**config.mk**
```make
export PLATFORM = sky130hd
export DESIGN_NAME = dpw_queue
export DESIGN_NICKNAME = d
export VERILOG_FILES = /design/src/sv/dpw_pkg.sv /design/src/sv/dpw_queue.sv
export SDC_FILE = /design/constraint.sdc
export NUM_CORES = 1
export LEC_CHECK = 0
export ABC_AREA = 1
export CORE_MARGIN = 4
export CORE_UTILIZATION = 50
export DETAILED_ROUTE_END_ITERATION = 10
export DONT_BUFFER_PORTS = 1
export GPL_TIMING_DRIVEN = 0
export HOLD_SLACK_MARGIN = 0.12
export PLACE_DENSITY = 0.62
export SLEW_MARGIN = 20
export SYNTH_ARGS = -nofsm -noshare
export SYNTH_HDL_FRONTEND = slang
export SYNTH_SLANG_ARGS = --single-unit
```
**constraint.sdc**
```tcl
create_clock -name clk -period 3.2 [get_ports clk]
set_clock_uncertainty 0.1 [all_clocks]
set_input_delay 0.64 -clock clk [delete_from_list [all_inputs] [get_ports clk]]
set_output_delay 0.64 -clock clk [all_outputs]
set_load 0.01 [all_outputs]
```
**src/sv/dpw_pkg.sv**
```systemverilog
// ----------------------------------------------------------------------------
// dpw_pkg: shared definitions for the depth pixel to world point block
// Register map, reset values, output limits, status types and width helpers.
// ----------------------------------------------------------------------------
package dpw_pkg;

  // default geometry of the pixel word
  localparam int COORD_BITS_DEF = 10;
  localparam int DEPTH_BITS_DEF = 16;

  // configuration port: 64-bit data, registers on 8-byte strides
  localparam int CFG_DATA_W   = 64;
  localparam int CFG_ADDR_W   = 6;
  localparam int CFG_ADDR_LSB = 3;

  // queue between front and back: 2^QUEUE_AW words
  localparam int QUEUE_AW = 2;

  // output coordinate limits
  localparam int OUT_MAX = 8388607;
  localparam int OUT_MIN = -8388608;

  // register indexes
  typedef enum logic [2:0] {
    REG_PRINCIPAL_X = 3'd0,
    REG_PRINCIPAL_Y = 3'd1,
    REG_INV_FOCAL_X = 3'd2,
    REG_INV_FOCAL_Y = 3'd3,
    REG_ROT_ROW0    = 3'd4,
    REG_ROT_ROW1    = 3'd5,
    REG_ROT_ROW2    = 3'd6,
    REG_TRANSLATION = 3'd7
  } reg_idx_t;

  // reset values: identity rotation, zero translation
  localparam logic [11:0] RST_PRINCIPAL_X = 12'd651;
  localparam logic [11:0] RST_PRINCIPAL_Y = 12'd507;
  localparam logic [23:0] RST_INV_FOCAL_X = 24'd32388;
  localparam logic [23:0] RST_INV_FOCAL_Y = 24'd32326;
  localparam logic [47:0] RST_ROT_ROW0    = 48'h4000_0000_0000;
  localparam logic [47:0] RST_ROT_ROW1    = 48'h0000_4000_0000;
  localparam logic [47:0] RST_ROT_ROW2    = 48'h0000_0000_4000;
  localparam logic [62:0] RST_TRANSLATION = 63'd0;

  // configuration values as seen by the datapath
  typedef struct packed {
    logic [11:0] principal_x_half;
    logic [11:0] principal_y_half;
    logic [23:0] inv_focal_x;
    logic [23:0] inv_focal_y;
    logic [47:0] rotation_row0;
    logic [47:0] rotation_row1;
    logic [47:0] rotation_row2;
    logic [62:0] translation_packed;
  } cfg_t;

  // queue status seen by both sides
  typedef struct packed {
    logic full;
    logic empty;
  } q_status_t;

  // signed width of 2*coord - principal (principal is 12 bits unsigned)
  function automatic int dx_width(input int coord_bits);
    return ((coord_bits + 1 > 12) ? coord_bits + 1 : 12) + 1;
  endfunction

  // queue word: dx, dy, depth, red/green/blue
  function automatic int item_width(input int coord_bits, input int depth_bits);
    return 2 * dx_width(coord_bits) + depth_bits + 24;
  endfunction

endpackage

```
**src/sv/dpw_queue.sv**
```systemverilog
// ----------------------------------------------------------------------------
// dpw_queue: short word queue between front and back
// Register-based, first word visible at the head while not empty.
// ----------------------------------------------------------------------------
module dpw_queue #(
  parameter int WIDTH = 64,
  parameter int AW    = dpw_pkg::QUEUE_AW
) (
  input  logic               clk,
  input  logic               rst,
  input  logic               wr_en,
  input  logic [WIDTH-1:0]   wr_data,
  input  logic               rd_en,
  output logic [WIDTH-1:0]   rd_data,
  output dpw_pkg::q_status_t status
);

  localparam int DEPTH = 1 << AW;

  logic [WIDTH-1:0] mem [DEPTH];
  logic [AW-1:0]    wr_ptr, rd_ptr;
  logic [AW:0]      count;

  assign rd_data      = mem[rd_ptr];
  assign status.full  = (count == (AW+1)'(DEPTH));
  assign status.empty = (count == '0);

  // pointers and fill level
  always_ff @(posedge clk) begin
    if (rst) begin
      wr_ptr <= '0;
      rd_ptr <= '0;
      count  <= '0;
    end else begin
      if (wr_en) wr_ptr <= wr_ptr + 1'b1;
      if (rd_en) rd_ptr <= rd_ptr + 1'b1;
      count <= count + (AW+1)'(wr_en) - (AW+1)'(rd_en);
    end
  end

  // storage
  always_ff @(posedge clk) begin
    if (wr_en) mem[wr_ptr] <= wr_data;
  end

`ifndef SYNTHESIS
  a_no_overfill: assert property (@(posedge clk) disable iff (rst)
    count <= (AW+1)'(DEPTH))
    else $error("queue fill level above depth");
  a_no_write_full: assert property (@(posedge clk) disable iff (rst)
    wr_en |-> !status.full || rd_en)
    else $error("queue written while full");
`endif

endmodule

```
==> metrics.txt <==
Clk Latency, worst-skew pair 520 ps; Remaining DRCs 0; fmax 392 MHz; largest net degree at the start of global routing 37; final net count 977; VDD IR max 0.000582 V; CTS tree built; CTS max path bufs 3; unrepaired setup endpoints after global routing false; n_diodes 0; initial antenna violation count 0; Fin. Hold Viols 0; Port Buffer Count 0; crit path cell chain buf_4 > clkbuf_1 > o21ai_0 > nand2_1; max incr delay on CP 400 ps; fillcell total 1,580; Initial Util 51.2%; Final Cycle Share 79.7%; Avg Cell Area, Syn 13.0 µm²; flop and latch count out of synthesis 265; WP buf/inv 2; Post-CTS Setup Bufs 0; First DRT Iteration DRCs 401; width of the die 152 µm; Routed Antenna Nets 0; num ports 134; GR Util All Layers 19.2%; Root Driver clkbuf_16; Worst Hold Class in2reg; vias in the first global route 6,563; Max Slew Vio Count 0; max cap viols 0; final core occ 61.2%; WL final 22,700 µm; share of layout cells above drive strength 1 9.75%; Yosys warning total 0; Clk pin slew, worst setup/hold paths 60 ps; status completed; GP Congestion 0.751; row count 52; mean routed wirelength per cell 19.0 µm; footprint of the multi-input gates 0.00180 mm²; HPWL Detailed 13,600 µm; sequential area share after synthesis 75.4%; Rel. slew slack 62.2%; core area 0.0204 mm²; Avg Vias per Cell 5.30; Post-Syn Nets 878; Tmin final 2550 ps; Crit path max-delay family buffers and inverters; first-pass GRT wire length 35,600 µm; LEAKAGE 4.75 nW; pwr/cell area 639 mW/mm²; Cell Area, Synth 0.0104 mm²; CTS sink cnt 265; GRT overflow 0; Worst Tran Pin Value 567 ps; CTS H-Tree Depth 1; setup violators final 0; post-synth cell types 17; die area 0.0232 mm²; drt first pass iters 5; FF/Latch Area 0.00787 mm²; WS Path Type reg2out; CP Capture Type output port; Crit-path slowest cell clkbuf_1; Setup TNS 0 ps; CP required 2460 ps; TritonCTS buffer count 27; Worst setup SP type register; Gate Count Post-Synth 803; Die Span Y 152 µm; WP data arrival 1810 ps; vias 6,328; crit-path max FO 10; Area Growth Syn to Fin 19.4%
synth_stat cells:
library cell	number	share of area, %
nor3_1	1	0.048
fa_1	1	0.19
o21ai_0	54	2.6
buf_4	6	0.43
nand3_1	1	0.048
nand2_1	136	4.9
clkbuf_1	1	0.036
o21ai_1	14	0.67
a21oi_1	70	3.4
edfxtp_1	256	74
buf_1	1	0.036
o211ai_1	64	4.6
buf_2	34	1.6
ha_1	6	0.72
dfxtp_1	9	1.7
nor2_1	4	0.14
inv_1	145	5.2
sequential cells by signal (all words and copies together) (netlist names), named ones only:
| register | cells |
|---|---|
| mem | 256 |
| rd_ptr | 2 |
| wr_ptr | 2 |
| count | 3 |
layer usage:
| layer | vias to the layer above | global-route usage, % | part of all wire, % |
|---|---|---|---|
| met5 | - | 0 | 0 |
| met3 | 34 | 4.71 | 7.6 |
| met1 | 3078 | 24.8 | 40 |
| met2 | 233 | 32.7 | 50 |
| li1 | 2983 | - | - |
| met4 | 0 | 5.18 | 2.0 |
area by class of cell:
cell class                 count  share of cell area, %
clock buffer                  36                   5.93
inverter                     145                   4.45
tap                          270                   2.71
timing repair buffer          70                   5.94
multi-input combinational    351                   14.5
clock inverter                14                   1.62
buffer                        42                   1.79
sequential                   265                   63.1
logic make-up (layout without fill, tap and decap cells):
family	after synthesis	after routing	synth area share, %
buffers and inverters	187	307	7.35
AOI/OAI and AO/OA	202	202	11.2
and+or+nand+nor	142	142	5.13
adders and majority gates	7	7	0.911
DFF	265	265	75.4
through the flow:
step | hold slack (ps) | power [mW] | instance area [µm²] | setup slack, ps | std cells
after global placement | 347 | 4.68 | 10800 | -259 | 1073
final | 209 | 7.97 | 12500 | 648 | 1193
after detailed placement | 372 | 4.70 | 10900 | 1150 | 1077
after floorplan | 336 | 4.50 | 10400 | 764 | 803
after CTS | 184 | 8.02 | 12500 | 589 | 1193
after global routing | 205 | 8.29 | 12500 | 487 | 1193
cells in the final DEF (no fill, tap or decap):
cell type	n
bufinv_16	5
buf_12	4
a21oi_1	70
buf_1	1
clkbuf_8	3
dfxtp_1	9
nor2_1	4
ha_1	6
o211ai_1	64
edfxtp_1	256
inv_1	141
o21ai_0	54
nor3_1	1
dlygate4sd3_1	66
clkbuf_1	7
o21ai_1	14
fa_1	1
clkinv_1	2
buf_2	34
nand2_1	136
clkinvlp_4	2
nand3_1	1
buf_4	6
inv_6	1
inv_4	4
clkinv_2	4
clkbuf_16	27
where the power goes:
part	internal, mW	leakage [nW]	switching (mW)
logic	0.210	1.87	0.502
registers	3.97	2.43	0.0385
clock network	2.02	0.456	1.23
path summary, 6_finish.rpt:
check | slack [ps] | cells after the start | start | end
setup / recovery | 650 | 4 | register | rd_data[57]
hold / removal | 210 | 2 | rd_en | rd_ptr[1]$_SDFFE_PP0P_
hold reg to reg | 380 | 2 | rd_ptr[1]$_SDFFE_PP0P_ | rd_ptr[1]$_SDFFE_PP0P_
setup reg to reg | 1340 | 5 | wr_ptr[0]$_SDFFE_PP0P_ | mem[2][29]$_DFFE_PP_
repair_timing:
item                                    in CTS  in global routing
hold buffers                                66                  0
endpoints found under the setup margin       0                  0
endpoints found under the hold margin      260                  0
gates resized for setup                      0                  0
Note: power is estimated with default switching activity, not from simulation.
