$ cat src/sv/dpw_pkg.sv
// ----------------------------------------------------------------------------
// dpw_pkg: shared definitions for the depth pixel to world point block
// Register map, reset values, output limits, status types and width helpers.
// ----------------------------------------------------------------------------
package dpw_pkg;

  // default geometry of the pixel word
  localparam int COORD_BITS_DEF = 10;
  localparam int DEPTH_BITS_DEF = 16;

  // configuration port: 64-bit data, registers on 8-byte strides
  localparam int CFG_DATA_W   = 64;
  localparam int CFG_ADDR_W   = 6;
  localparam int CFG_ADDR_LSB = 3;

  // queue between front and back: 2^QUEUE_AW words
  localparam int QUEUE_AW = 2;

  // output coordinate limits
  localparam int OUT_MAX = 8388607;
  localparam int OUT_MIN = -8388608;

  // register indexes
  typedef enum logic [2:0] {
    REG_PRINCIPAL_X = 3'd0,
    REG_PRINCIPAL_Y = 3'd1,
    REG_INV_FOCAL_X = 3'd2,
    REG_INV_FOCAL_Y = 3'd3,
    REG_ROT_ROW0    = 3'd4,
    REG_ROT_ROW1    = 3'd5,
    REG_ROT_ROW2    = 3'd6,
    REG_TRANSLATION = 3'd7
  } reg_idx_t;

  // reset values: identity rotation, zero translation
  localparam logic [11:0] RST_PRINCIPAL_X = 12'd651;
  localparam logic [11:0] RST_PRINCIPAL_Y = 12'd507;
  localparam logic [23:0] RST_INV_FOCAL_X = 24'd32388;
  localparam logic [23:0] RST_INV_FOCAL_Y = 24'd32326;
  localparam logic [47:0] RST_ROT_ROW0    = 48'h4000_0000_0000;
  localparam logic [47:0] RST_ROT_ROW1    = 48'h0000_4000_0000;
  localparam logic [47:0] RST_ROT_ROW2    = 48'h0000_0000_4000;
  localparam logic [62:0] RST_TRANSLATION = 63'd0;

  // configuration values as seen by the datapath
  typedef struct packed {
    logic [11:0] principal_x_half;
    logic [11:0] principal_y_half;
    logic [23:0] inv_focal_x;
    logic [23:0] inv_focal_y;
    logic [47:0] rotation_row0;
    logic [47:0] rotation_row1;
    logic [47:0] rotation_row2;
    logic [62:0] translation_packed;
  } cfg_t;

  // queue status seen by both sides
  typedef struct packed {
    logic full;
    logic empty;
  } q_status_t;

  // signed width of 2*coord - principal (principal is 12 bits unsigned)
  function automatic int dx_width(input int coord_bits);
    return ((coord_bits + 1 > 12) ? coord_bits + 1 : 12) + 1;
  endfunction

  // queue word: dx, dy, depth, red/green/blue
  function automatic int item_width(input int coord_bits, input int depth_bits);
    return 2 * dx_width(coord_bits) + depth_bits + 24;
  endfunction

endpackage

$ cat src/sv/dpw_front.sv
// ----------------------------------------------------------------------------
// dpw_front: pixel intake
// Accepts pixels, drops those without a depth sample, forms the offsets from
// the principal point and hands the word to the queue.
// ----------------------------------------------------------------------------
module dpw_front #(
  parameter int COORD_BITS = dpw_pkg::COORD_BITS_DEF,
  parameter int DEPTH_BITS = dpw_pkg::DEPTH_BITS_DEF
) (
  input  logic                    clk,
  input  logic                    rst,
  input  logic                    push,
  output logic                    full,
  input  logic [COORD_BITS-1:0]   column,
  input  logic [COORD_BITS-1:0]   row,
  input  logic [DEPTH_BITS-1:0]   raw_depth,
  input  logic [7:0]              blue_in,
  input  logic [7:0]              green_in,
  input  logic [7:0]              red_in,
  input  dpw_pkg::cfg_t           cfg,
  input  dpw_pkg::q_status_t      q_status,
  output logic                    q_wr,
  output logic [dpw_pkg::item_width(COORD_BITS, DEPTH_BITS)-1:0] q_data
);

  localparam int DXW = dpw_pkg::dx_width(COORD_BITS);

  logic                  f_valid;
  logic                  f_adv;
  logic signed [DXW-1:0] dx, dy;
  logic signed [DXW-1:0] dx_next, dy_next;
  logic [DEPTH_BITS-1:0] z;
  logic [23:0]           color;

  assign f_adv = !f_valid || !q_status.full;
  assign full  = !f_adv;
  assign q_wr  = f_valid && !q_status.full;
  assign q_data = {dx, dy, z, color};

  // offsets in half-pixel units, exact
  assign dx_next = DXW'($signed({1'b0, column, 1'b0})) -
                   DXW'($signed({1'b0, cfg.principal_x_half}));
  assign dy_next = DXW'($signed({1'b0, row, 1'b0})) -
                   DXW'($signed({1'b0, cfg.principal_y_half}));

  // intake register; a zero depth never becomes valid
  always_ff @(posedge clk) begin
    if (rst) begin
      f_valid <= 1'b0;
    end else if (f_adv) begin
      f_valid <= push && (raw_depth != '0);
    end
  end

  always_ff @(posedge clk) begin
    if (f_adv && push) begin
      dx    <= dx_next;
      dy    <= dy_next;
      z     <= raw_depth;
      color <= {red_in, green_in, blue_in};
    end
  end

endmodule

$ cat config.mk
export PLATFORM = sky130hd
export DESIGN_NAME = dpw_front
export DESIGN_NICKNAME = d
export VERILOG_FILES = /design/src/sv/dpw_pkg.sv /design/src/sv/dpw_front.sv
export SDC_FILE = /design/constraint.sdc
export NUM_CORES = 1
export LEC_CHECK = 0
export ABC_AREA = 1
export BUFFER_PORTS_ARGS = -buffer_cell sky130_fd_sc_hd__buf_2
export CORE_AREA = 5 5 156 158
export CTS_BUF_LIST = sky130_fd_sc_hd__clkbuf_4 sky130_fd_sc_hd__clkbuf_8 sky130_fd_sc_hd__clkbuf_16
export CTS_CLUSTER_DIAMETER = 40
export DETAILED_ROUTE_END_ITERATION = 10
export DIE_AREA = 0 0 161 163
export GPL_ROUTABILITY_DRIVEN = 0
export GPL_TIMING_DRIVEN = 0
export SETUP_SLACK_MARGIN = 0.15
export SLEW_MARGIN = 20
export SYNTH_ARGS = -nofsm -noshare
export SYNTH_HDL_FRONTEND = slang
export SYNTH_SLANG_ARGS = --single-unit
$ cat constraint.sdc
create_clock -name clk -period 3.9 [get_ports clk]
set_input_delay 0.39 -clock clk [delete_from_list [all_inputs] [get_ports clk]]
set_output_delay 0.39 -clock clk [all_outputs]
set_load 0.01 [all_outputs]
==> flow_summary_export.csv <==
group,metric,value,unit
yosys,yosysWarnings,0,
layout,fin_nets,902,
yosys,synth_area,0.00349,mm²
routing,routedWlPerCell,13.7,µm
layout,syn_to_final_growth,42.4,%
sta,final-max-slew-violation-count,0,
worst_setup_path,end_kind,"flop",
yosys,syn_nets,734,
clocking,htreeDepth,3,
placement,io_buffers,155,
routing,drc,0,
clocking,ctsHoldBuffers,0,
worst_hold_path,hp-class,"in -> reg",
worst_setup_path,cp-start-kind,"primary input",
routing,drtIter0Drc,89,
clocking,clk_latency,0.33,ns
yosys,synth_seq_cells,67,
yosys,synthFlopType,"edfxtp_1",
grt,gr-usage-all-layers,0.0855,
yosys,async_flop_share,0,
power,cellLeakagePower,0.00245,µW
grt,antenna_found_initial,7,
routing,firstDrtPassIters,4,
floorplanning,rows,56,
sta,tns,0,ns
power,p_per_area,416,mW/mm²
yosys,synth_cell_types,19,
sta,maxSlewHeadroom,0.574,
grt,grt_max_degree,27,
sta,hold_viol,0,
clocking,clock_sinks,67,
sta,min_period,1.55,ns
placement,dp_hpwl,9550,µm
routing,final_antenna_net_count,0,
yosys,yosysSeqAreaShare,0.573,
sta,rsz0062_at_grt,"false",
worst_setup_path,cp.required,3.98,ns
clocking,cts_buffers,9,
sta,fin_worst_skew,0.00557,ns
run_status,status,"finished, final reports clean",
floorplanning,design.core.area,0.0230,mm²
routing,drt_wl_total,11400,µm
clocking,cts_tree,"built",
floorplanning,fp.dieW,161,µm
worst_setup_path,arrival,1.63,ns
routing,drt-vias-per-instance,3.64,
floorplanning,start_util,0.152,
routing,vias,3027,
floorplanning,io_pins,412,
floorplanning,chipHeight,163,µm
yosys,syn-instance-count,368,
job,cap_violations,0,
power,peakVddDrop,0.150,mV
clocking,cts_buffer_depth,2,
clocking,cts-root-buf,"clkbuf_16",
sta,worst_pin_slew,0.638,ns
layout,drive_above_1_share,0.336,
worst_setup_path,critPathKind,"in -> reg",
sta,setup_viol,0,
yosys,syn_avg_cell_area,9.49,µm²
sta,holdWs,0.205,ns
clocking,post_cts_buffers,0,
worst_setup_path,crit_fanout,4,
grt,grt_pass1_wl,16700,µm
sta,finalCritPeriodShare,0.397,
clocking,post_cts_resized,0,
sta,timing.fmax,646,MHz
grt,grt_overflow_total,0,
floorplanning,dieArea,0.0262,mm²
grt,grt_pass1_vias,3081,
clocking,path_clk_slew,0.06,ns
yosys,synth_edf_count,66,
## state kept, by name (all words and copies together), names as in the netlist
name,count
color,24
z,16
dx,13
dy,13
f_valid,1
## cells by family (layout without fill, tap and decap cells)
logic type                 count (synthesis)  count (layout)  synth area share
DFF                                       67              67             0.573
adders and majority gates                 22              22            0.0831
and+or+nand+nor                          183             183             0.221
xor gates and xnor gates                  10              10            0.0251
other                                      0               1                 0
buffers and inverters                     71             244            0.0763
AOI/OAI and AO/OA                         15              15            0.0215
## metrics by stage
stage	setup WS (ns)	power, µW	cells	cell area [µm²]	util
after global placement	0.163	1270	813	4630	0.202
after floorplan	1.22	1110	368	3500	-
after global routing	2.27	2190	832	4980	0.217
after CTS	2.34	2110	831	4970	0.216
after detailed placement	2.00	1280	815	4680	0.204
final	2.35	2070	832	4980	0.217
## cells in the mapped netlist (4+ instances only)
| cell type | instances | area (µm²) |
|---|---|---|
| a21oi_1 | 11 | 55.1 |
| edfxtp_1 | 66 | 1980 |
| ha_1 | 20 | 250 |
| inv_1 | 69 | 259 |
| nand2_1 | 111 | 417 |
| nand2_2 | 4 | 25.0 |
| nand3_1 | 24 | 120 |
| nand4_1 | 8 | 50.1 |
| nor2_1 | 28 | 105 |
| o21ai_0 | 4 | 20.0 |
| xor2_1 | 8 | 70.1 |
## layer usage
metal,part of all wire,track usage,vias up
met3,0.15,0.0544,12
met5,0,0,-
met2,0.38,0.112,140
met4,0.017,0.0341,0
met1,0.46,0.111,1339
li1,-,-,1536
## final timing paths
check / slack, ns / endpoint / cells after the start / from
max: 2.35 / dx[8]$_DFFE_PP_ / 10 / cfg[267]
min: 0.21 / f_valid$_SDFFE_PP0N_ / 2 / rst
max reg2reg: 2.37 / dx[2]$_DFFE_PP_ / 4 / f_valid$_SDFFE_PP0N_
min reg2reg: 0.48 / f_valid$_SDFFE_PP0N_ / 2 / f_valid$_SDFFE_PP0N_
## layout make-up
class	instances	area [µm²]
inverters	71	267
clock inverters	5	53.8
clock buffers	11	240
well taps	290	363
fillers	2545	18000
diodes	1	2.50
repair buffers	157	816
multi-input cells	230	1230
flip-flops and latches	67	2000
## critical path: stages
cell,delay (ns)
buf_2,0.09
inv_1,0.08
fa_1,0.50
nand2_2,0.11
nand3_2,0.06
nand2_2,0.10
or2_1,0.12
nand2_1,0.05
nand2_1,0.06
nand2_1,0.06
## placed cells by master (no fill, tap or decap), drive strengths merged
cell / count
nand2: 115
clkbuf: 11
nor2: 28
xnor2: 2
fa: 2
xor2: 8
bufinv: 1
inv: 69
nand4: 8
diode: 1
dfxtp: 1
o21ai: 4
clkinv: 6
a21oi: 11
nand3: 26
nor3: 2
buf: 157
edfxtp: 66
ha: 20
or2: 4
## where the power goes
group	leakage, µW	internal (µW)	switching, µW
sequential	0.000646	867	14.4
clock	0.000150	507	303
combinational	0.00166	149	230
Power figures use the tool's default switching activity.
