File: src/sv/dpw_pkg.sv
// ----------------------------------------------------------------------------
// dpw_pkg: shared definitions for the depth pixel to world point block
// Register map, reset values, output limits, status types and width helpers.
// ----------------------------------------------------------------------------
package dpw_pkg;

  // default geometry of the pixel word
  localparam int COORD_BITS_DEF = 10;
  localparam int DEPTH_BITS_DEF = 16;

  // configuration port: 64-bit data, registers on 8-byte strides
  localparam int CFG_DATA_W   = 64;
  localparam int CFG_ADDR_W   = 6;
  localparam int CFG_ADDR_LSB = 3;

  // queue between front and back: 2^QUEUE_AW words
  localparam int QUEUE_AW = 2;

  // output coordinate limits
  localparam int OUT_MAX = 8388607;
  localparam int OUT_MIN = -8388608;

  // register indexes
  typedef enum logic [2:0] {
    REG_PRINCIPAL_X = 3'd0,
    REG_PRINCIPAL_Y = 3'd1,
    REG_INV_FOCAL_X = 3'd2,
    REG_INV_FOCAL_Y = 3'd3,
    REG_ROT_ROW0    = 3'd4,
    REG_ROT_ROW1    = 3'd5,
    REG_ROT_ROW2    = 3'd6,
    REG_TRANSLATION = 3'd7
  } reg_idx_t;

  // reset values: identity rotation, zero translation
  localparam logic [11:0] RST_PRINCIPAL_X = 12'd651;
  localparam logic [11:0] RST_PRINCIPAL_Y = 12'd507;
  localparam logic [23:0] RST_INV_FOCAL_X = 24'd32388;
  localparam logic [23:0] RST_INV_FOCAL_Y = 24'd32326;
  localparam logic [47:0] RST_ROT_ROW0    = 48'h4000_0000_0000;
  localparam logic [47:0] RST_ROT_ROW1    = 48'h0000_4000_0000;
  localparam logic [47:0] RST_ROT_ROW2    = 48'h0000_0000_4000;
  localparam logic [62:0] RST_TRANSLATION = 63'd0;

  // configuration values as seen by the datapath
  typedef struct packed {
    logic [11:0] principal_x_half;
    logic [11:0] principal_y_half;
    logic [23:0] inv_focal_x;
    logic [23:0] inv_focal_y;
    logic [47:0] rotation_row0;
    logic [47:0] rotation_row1;
    logic [47:0] rotation_row2;
    logic [62:0] translation_packed;
  } cfg_t;

  // queue status seen by both sides
  typedef struct packed {
    logic full;
    logic empty;
  } q_status_t;

  // signed width of 2*coord - principal (principal is 12 bits unsigned)
  function automatic int dx_width(input int coord_bits);
    return ((coord_bits + 1 > 12) ? coord_bits + 1 : 12) + 1;
  endfunction

  // queue word: dx, dy, depth, red/green/blue
  function automatic int item_width(input int coord_bits, input int depth_bits);
    return 2 * dx_width(coord_bits) + depth_bits + 24;
  endfunction

endpackage

File: src/sv/dpw_cfg.sv
// ----------------------------------------------------------------------------
// dpw_cfg: configuration register file
// APB-style slave, zero wait states; one register per 8-byte slot, 63 bits max.
// ----------------------------------------------------------------------------
module dpw_cfg (
  input  logic                              clk,
  input  logic                              rst,
  input  logic                              psel,
  input  logic                              penable,
  input  logic                              pwrite,
  input  logic [dpw_pkg::CFG_ADDR_W-1:0]    paddr,
  input  logic [dpw_pkg::CFG_DATA_W-1:0]    pwdata,
  output logic [dpw_pkg::CFG_DATA_W-1:0]    prdata,
  output logic                              pready,
  output dpw_pkg::cfg_t                     cfg
);

  dpw_pkg::reg_idx_t idx;
  logic              wr_en;

  assign pready = 1'b1;
  assign idx    = dpw_pkg::reg_idx_t'(paddr[dpw_pkg::CFG_ADDR_W-1:dpw_pkg::CFG_ADDR_LSB]);
  assign wr_en  = psel && penable && pwrite && pready;

  // register writes, masked to register width
  always_ff @(posedge clk) begin
    if (rst) begin
      cfg.principal_x_half   <= dpw_pkg::RST_PRINCIPAL_X;
      cfg.principal_y_half   <= dpw_pkg::RST_PRINCIPAL_Y;
      cfg.inv_focal_x        <= dpw_pkg::RST_INV_FOCAL_X;
      cfg.inv_focal_y        <= dpw_pkg::RST_INV_FOCAL_Y;
      cfg.rotation_row0      <= dpw_pkg::RST_ROT_ROW0;
      cfg.rotation_row1      <= dpw_pkg::RST_ROT_ROW1;
      cfg.rotation_row2      <= dpw_pkg::RST_ROT_ROW2;
      cfg.translation_packed <= dpw_pkg::RST_TRANSLATION;
    end else if (wr_en) begin
      case (idx)
        dpw_pkg::REG_PRINCIPAL_X: cfg.principal_x_half   <= pwdata[11:0];
        dpw_pkg::REG_PRINCIPAL_Y: cfg.principal_y_half   <= pwdata[11:0];
        dpw_pkg::REG_INV_FOCAL_X: cfg.inv_focal_x        <= pwdata[23:0];
        dpw_pkg::REG_INV_FOCAL_Y: cfg.inv_focal_y        <= pwdata[23:0];
        dpw_pkg::REG_ROT_ROW0:    cfg.rotation_row0      <= pwdata[47:0];
        dpw_pkg::REG_ROT_ROW1:    cfg.rotation_row1      <= pwdata[47:0];
        dpw_pkg::REG_ROT_ROW2:    cfg.rotation_row2      <= pwdata[47:0];
        dpw_pkg::REG_TRANSLATION: cfg.translation_packed <= pwdata[62:0];
        default: ;
      endcase
    end
  end

  // read mux
  always_comb begin
    case (idx)
      dpw_pkg::REG_PRINCIPAL_X: prdata = 64'(cfg.principal_x_half);
      dpw_pkg::REG_PRINCIPAL_Y: prdata = 64'(cfg.principal_y_half);
      dpw_pkg::REG_INV_FOCAL_X: prdata = 64'(cfg.inv_focal_x);
      dpw_pkg::REG_INV_FOCAL_Y: prdata = 64'(cfg.inv_focal_y);
      dpw_pkg::REG_ROT_ROW0:    prdata = 64'(cfg.rotation_row0);
      dpw_pkg::REG_ROT_ROW1:    prdata = 64'(cfg.rotation_row1);
      dpw_pkg::REG_ROT_ROW2:    prdata = 64'(cfg.rotation_row2);
      dpw_pkg::REG_TRANSLATION: prdata = 64'(cfg.translation_packed);
      default:                  prdata = '0;
    endcase
  end

endmodule

File: config.mk
export PLATFORM = sky130hd
export DESIGN_NAME = dpw_cfg
export DESIGN_NICKNAME = d
export VERILOG_FILES = /design/src/sv/dpw_pkg.sv /design/src/sv/dpw_cfg.sv
export SDC_FILE = /design/constraint.sdc
export NUM_CORES = 1
export LEC_CHECK = 0
export BUFFER_PORTS_ARGS = -buffer_cell sky130_fd_sc_hd__buf_2
export CORE_AREA = 4 4 160 162
export DETAILED_ROUTE_END_ITERATION = 7
export DIE_AREA = 0 0 164 166
export GPL_TIMING_DRIVEN = 0
export PLACE_DENSITY = 0.83
export SLEW_MARGIN = 20
export SYNTH_ARGS = -nofsm -noshare
export SYNTH_HDL_FRONTEND = slang
export SYNTH_SLANG_ARGS = --single-unit
export TNS_END_PERCENT = 1
File: constraint.sdc
create_clock -name clk -period 3.1 [get_ports clk]
set_input_delay 0.155 -clock clk [delete_from_list [all_inputs] [get_ports clk]]
set_output_delay 0.155 -clock clk [all_outputs]
set_load 0.01 [all_outputs]
==> flow_summary_export.csv <==
group,metric,value,unit
placed_design,io_buffers,399,
global_routing,gr-usage-all-layers,0.373,
die,die-area,27200,µm²
power_and_ir_drop,swShare,0.243,
routing,wl_per_cell,22.6,µm
die,die_y,166,µm
routing,drc,0,
synthesis,muxShareOfSynthArea,0.0786,
layout,largestRegisters,"cfg: 279 flops",
routing,drt-pass1-iter-count,7,
synthesis,synth_area,12100,µm²
cts,clock_sinks,279,
placed_design,dpl.hpwl,37400,µm
synthesis,ys_types,41,
synthesis,ys_ff_latch,279,
routing,vias,13900,
synthesis,synth-adder-area-share,0,
worst_hold_path,hold_depth,5,
die,design.core.area,24100,µm²
global_routing,grt_pass1_vias,13200,
global_routing,antenna_found_initial,1,
layout,largest_register,"cfg",
layout,regArea,5590,µm²
layout,multi_input_area,5820,µm²
power_and_ir_drop,p_per_area,486,nW/µm²
layout,area_delta_synth_final,32.8,%
global_routing,grt_max_degree,14,
routing,drt_iter0_markers,1874,
synthesis,ys_seq_area_frac,0.461,
sta,tightest_slew,0.912,ns
layout,utilization,0.668,
layout,drive_gt1_frac,0.282,
cts,cts-root-buf,"clkbuf_16",
power_and_ir_drop,intPower,5920,µW
routing,wirelength,53100,µm
flow_run,maxCapViolCount,0,
synthesis,synth_top_family_by_area,"simple AND/OR/NAND/NOR gates",
cts,numCtsBuffers,29,
placed_design,gp_congestion,0.963,
setup_path,crit_type,"in2out",
synthesis,ys_warn_count,0,
cts,cts.repair.resized,0,
cts,cts_buffer_depth,3,
power_and_ir_drop,p_leak,0.00698,µW
synthesis,yosys.area_share.simple,0.245,
outcome,status,"finished, final reports clean",
global_routing,grt.overflow.total,0,
sta,whs,0.160,ns
die,std_cell_rows,57,
sta,timing.final.max_slew_violations,0,
layout,layout_commonest_cell,"nand2_1",
routing,via_per_inst,5.91,
setup_path,cp.arrival,2.34,ns
cts,cts_tree,"built",
setup_path,critPathMaxFanout,10,
power_and_ir_drop,peakVddDrop,0.503,mV
cts,clkTransAtPathRegs,0.06,ns
setup_path,worst_setup_path_start_kind,"primary input",
sta,rsz0062_at_grt,"false",
sta,setup_violations,0,
sta,finClkSkew,0,ns
synthesis,syn_inst,1509,
sta,fmax,0.401,GHz
synthesis,synth_compound_area_frac,0.156,
worst_hold_path,worstHoldPathType,"in2reg",
sta,period_minus_slack,2.49,ns
power_and_ir_drop,power,7830,µW
power_and_ir_drop,seq_power_share,0.465,
die,ios,419,
sta,hold_viol_final,0,
power_and_ir_drop,power.switching,1900,µW
layout,nFillCells,1975,
die,die_width,164,µm
layout,layout_common_cells,"nand2_1, buf_2, dfxtp_1, a21oi_1, dlygate4sd3_1",
cts,clock_latency,0.54,ns
setup_path,cp.required,2.94,ns
cts,cts_hold_buf,63,
die,start_util,0.503,
routing,ant_nets,0,
setup_path,worst_setup_path_end_kind,"output port",
cts,htreeDepth,1,
layout,nets,2077,
global_routing,grt_pass1_wl,78800,µm
synthesis,synth_fp_nets,1584,
synthesis,synth.avg_cell_area,8.03,µm²
setup_path,worstRegToRegCells,3,
layout,largest_register_ffs,279,
sta,period_share,0.804,
sta,finalSetupTns,0,ns
synthesis,synth-xor-area-share,0,
power_and_ir_drop,p_clk_frac,0.450,
cts,cts_setup_buffers,0,
power_and_ir_drop,pwr-share-comb,0.085,
sta,slew_headroom,0.390,
layout make-up:
type / count / area share
diodes: 1 / 0.000155
plain buffers: 135 / 0.0416
clock buffers: 40 / 0.0508
clock inverters: 9 / 0.00746
inverters: 11 / 0.00257
multi-input cells: 1084 / 0.362
flip-flops and latches: 279 / 0.347
well taps: 324 / 0.0252
repair buffers: 462 / 0.163
cells in the mapped netlist:
master | instances | area, µm²
clkbuf_1 | 51 | 191
or2_1 | 5 | 31.3
nand3b_1 | 29 | 218
buf_1 | 1 | 3.75
a221o_1 | 4 | 40.0
a211o_1 | 4 | 35.0
mux2_1 | 4 | 45.0
nand2_1 | 555 | 2080
a22oi_1 | 5 | 37.5
mux2i_1 | 22 | 220
nand4b_4 | 1 | 23.8
a21oi_1 | 253 | 1270
and2_1 | 41 | 257
o221ai_1 | 3 | 26.3
o21ai_0 | 2 | 10.0
mux2_2 | 9 | 101
nor3_2 | 1 | 10.0
nand4_4 | 1 | 21.3
conb_1 | 2 | 7.51
a221oi_1 | 23 | 201
inv_1 | 11 | 41.3
buf_4 | 21 | 158
nand2_2 | 1 | 6.26
a32o_1 | 1 | 10.0
nand2b_1 | 14 | 87.6
nor3_4 | 1 | 16.3
mux4_2 | 26 | 586
buf_2 | 61 | 305
and2_0 | 1 | 6.26
or3_1 | 3 | 18.8
nand2b_4 | 1 | 13.8
nor2_2 | 3 | 18.8
o2bb2ai_1 | 10 | 87.6
buf_6 | 1 | 11.3
dfxtp_1 | 279 | 5590
and3_1 | 1 | 6.26
o22a_1 | 1 | 8.76
nor2_1 | 32 | 120
nor2b_1 | 5 | 31.3
a22o_1 | 19 | 166
or2_2 | 1 | 6.26
metrics by stage:
stage / std cells / worst slack (ns) / instance area, µm²
after floorplan: 1509 / 1.66 / 12100
after global placement: 2232 / 0.807 / 14500
after detailed placement: 2232 / 0.809 / 14500
after CTS: 2344 / 0.797 / 16100
after global routing: 2344 / 0.646 / 16100
final: 2345 / 0.606 / 16100
power by group through the flow:
stage                     clock network [µW]  logic [µW]  registers [µW]
after floorplan                            0         289            3730
after global placement                     0         568            3720
after detailed placement                   0         574            3720
after CTS                               3510         639            3640
after global routing                    3660         693            3640
final                                   3520         664            3640
final timing paths:
path,from,endpoint,slack (ns)
setup / recovery,paddr[3],prdata[3],0.61
hold / removal,penable,cfg[269],0.16
setup reg to reg,cfg[258],cfg[258],2.26
hold reg to reg,cfg[59],cfg[59],0.47
worst max-delay path, stage by stage:
cell	delay (ns)
buf_2	0.11
buf_4	0.17
nor2b_1	0.32
clkbuf_1	0.61
a22o_1	0.34
a22oi_1	0.10
a21oi_1	0.33
buf_2	0.20
per-layer routing:
layer  vias up  GRT usage  share of wire
met1      6437      0.468           0.36
met2      1138      0.593           0.45
li1       6007          -              -
met4         0      0.202          0.068
met5         -          0              0
met3       277     0.0866           0.12
cells by family after synthesis:
kind of cell,count (synthesis)
AND/OR/NAND/NOR,696
AO/OA/AOI/OAI,325
flip-flops,279
buffers and inverters,146
multiplexers,61
other,2
Note: power is estimated with default switching activity, not from simulation.
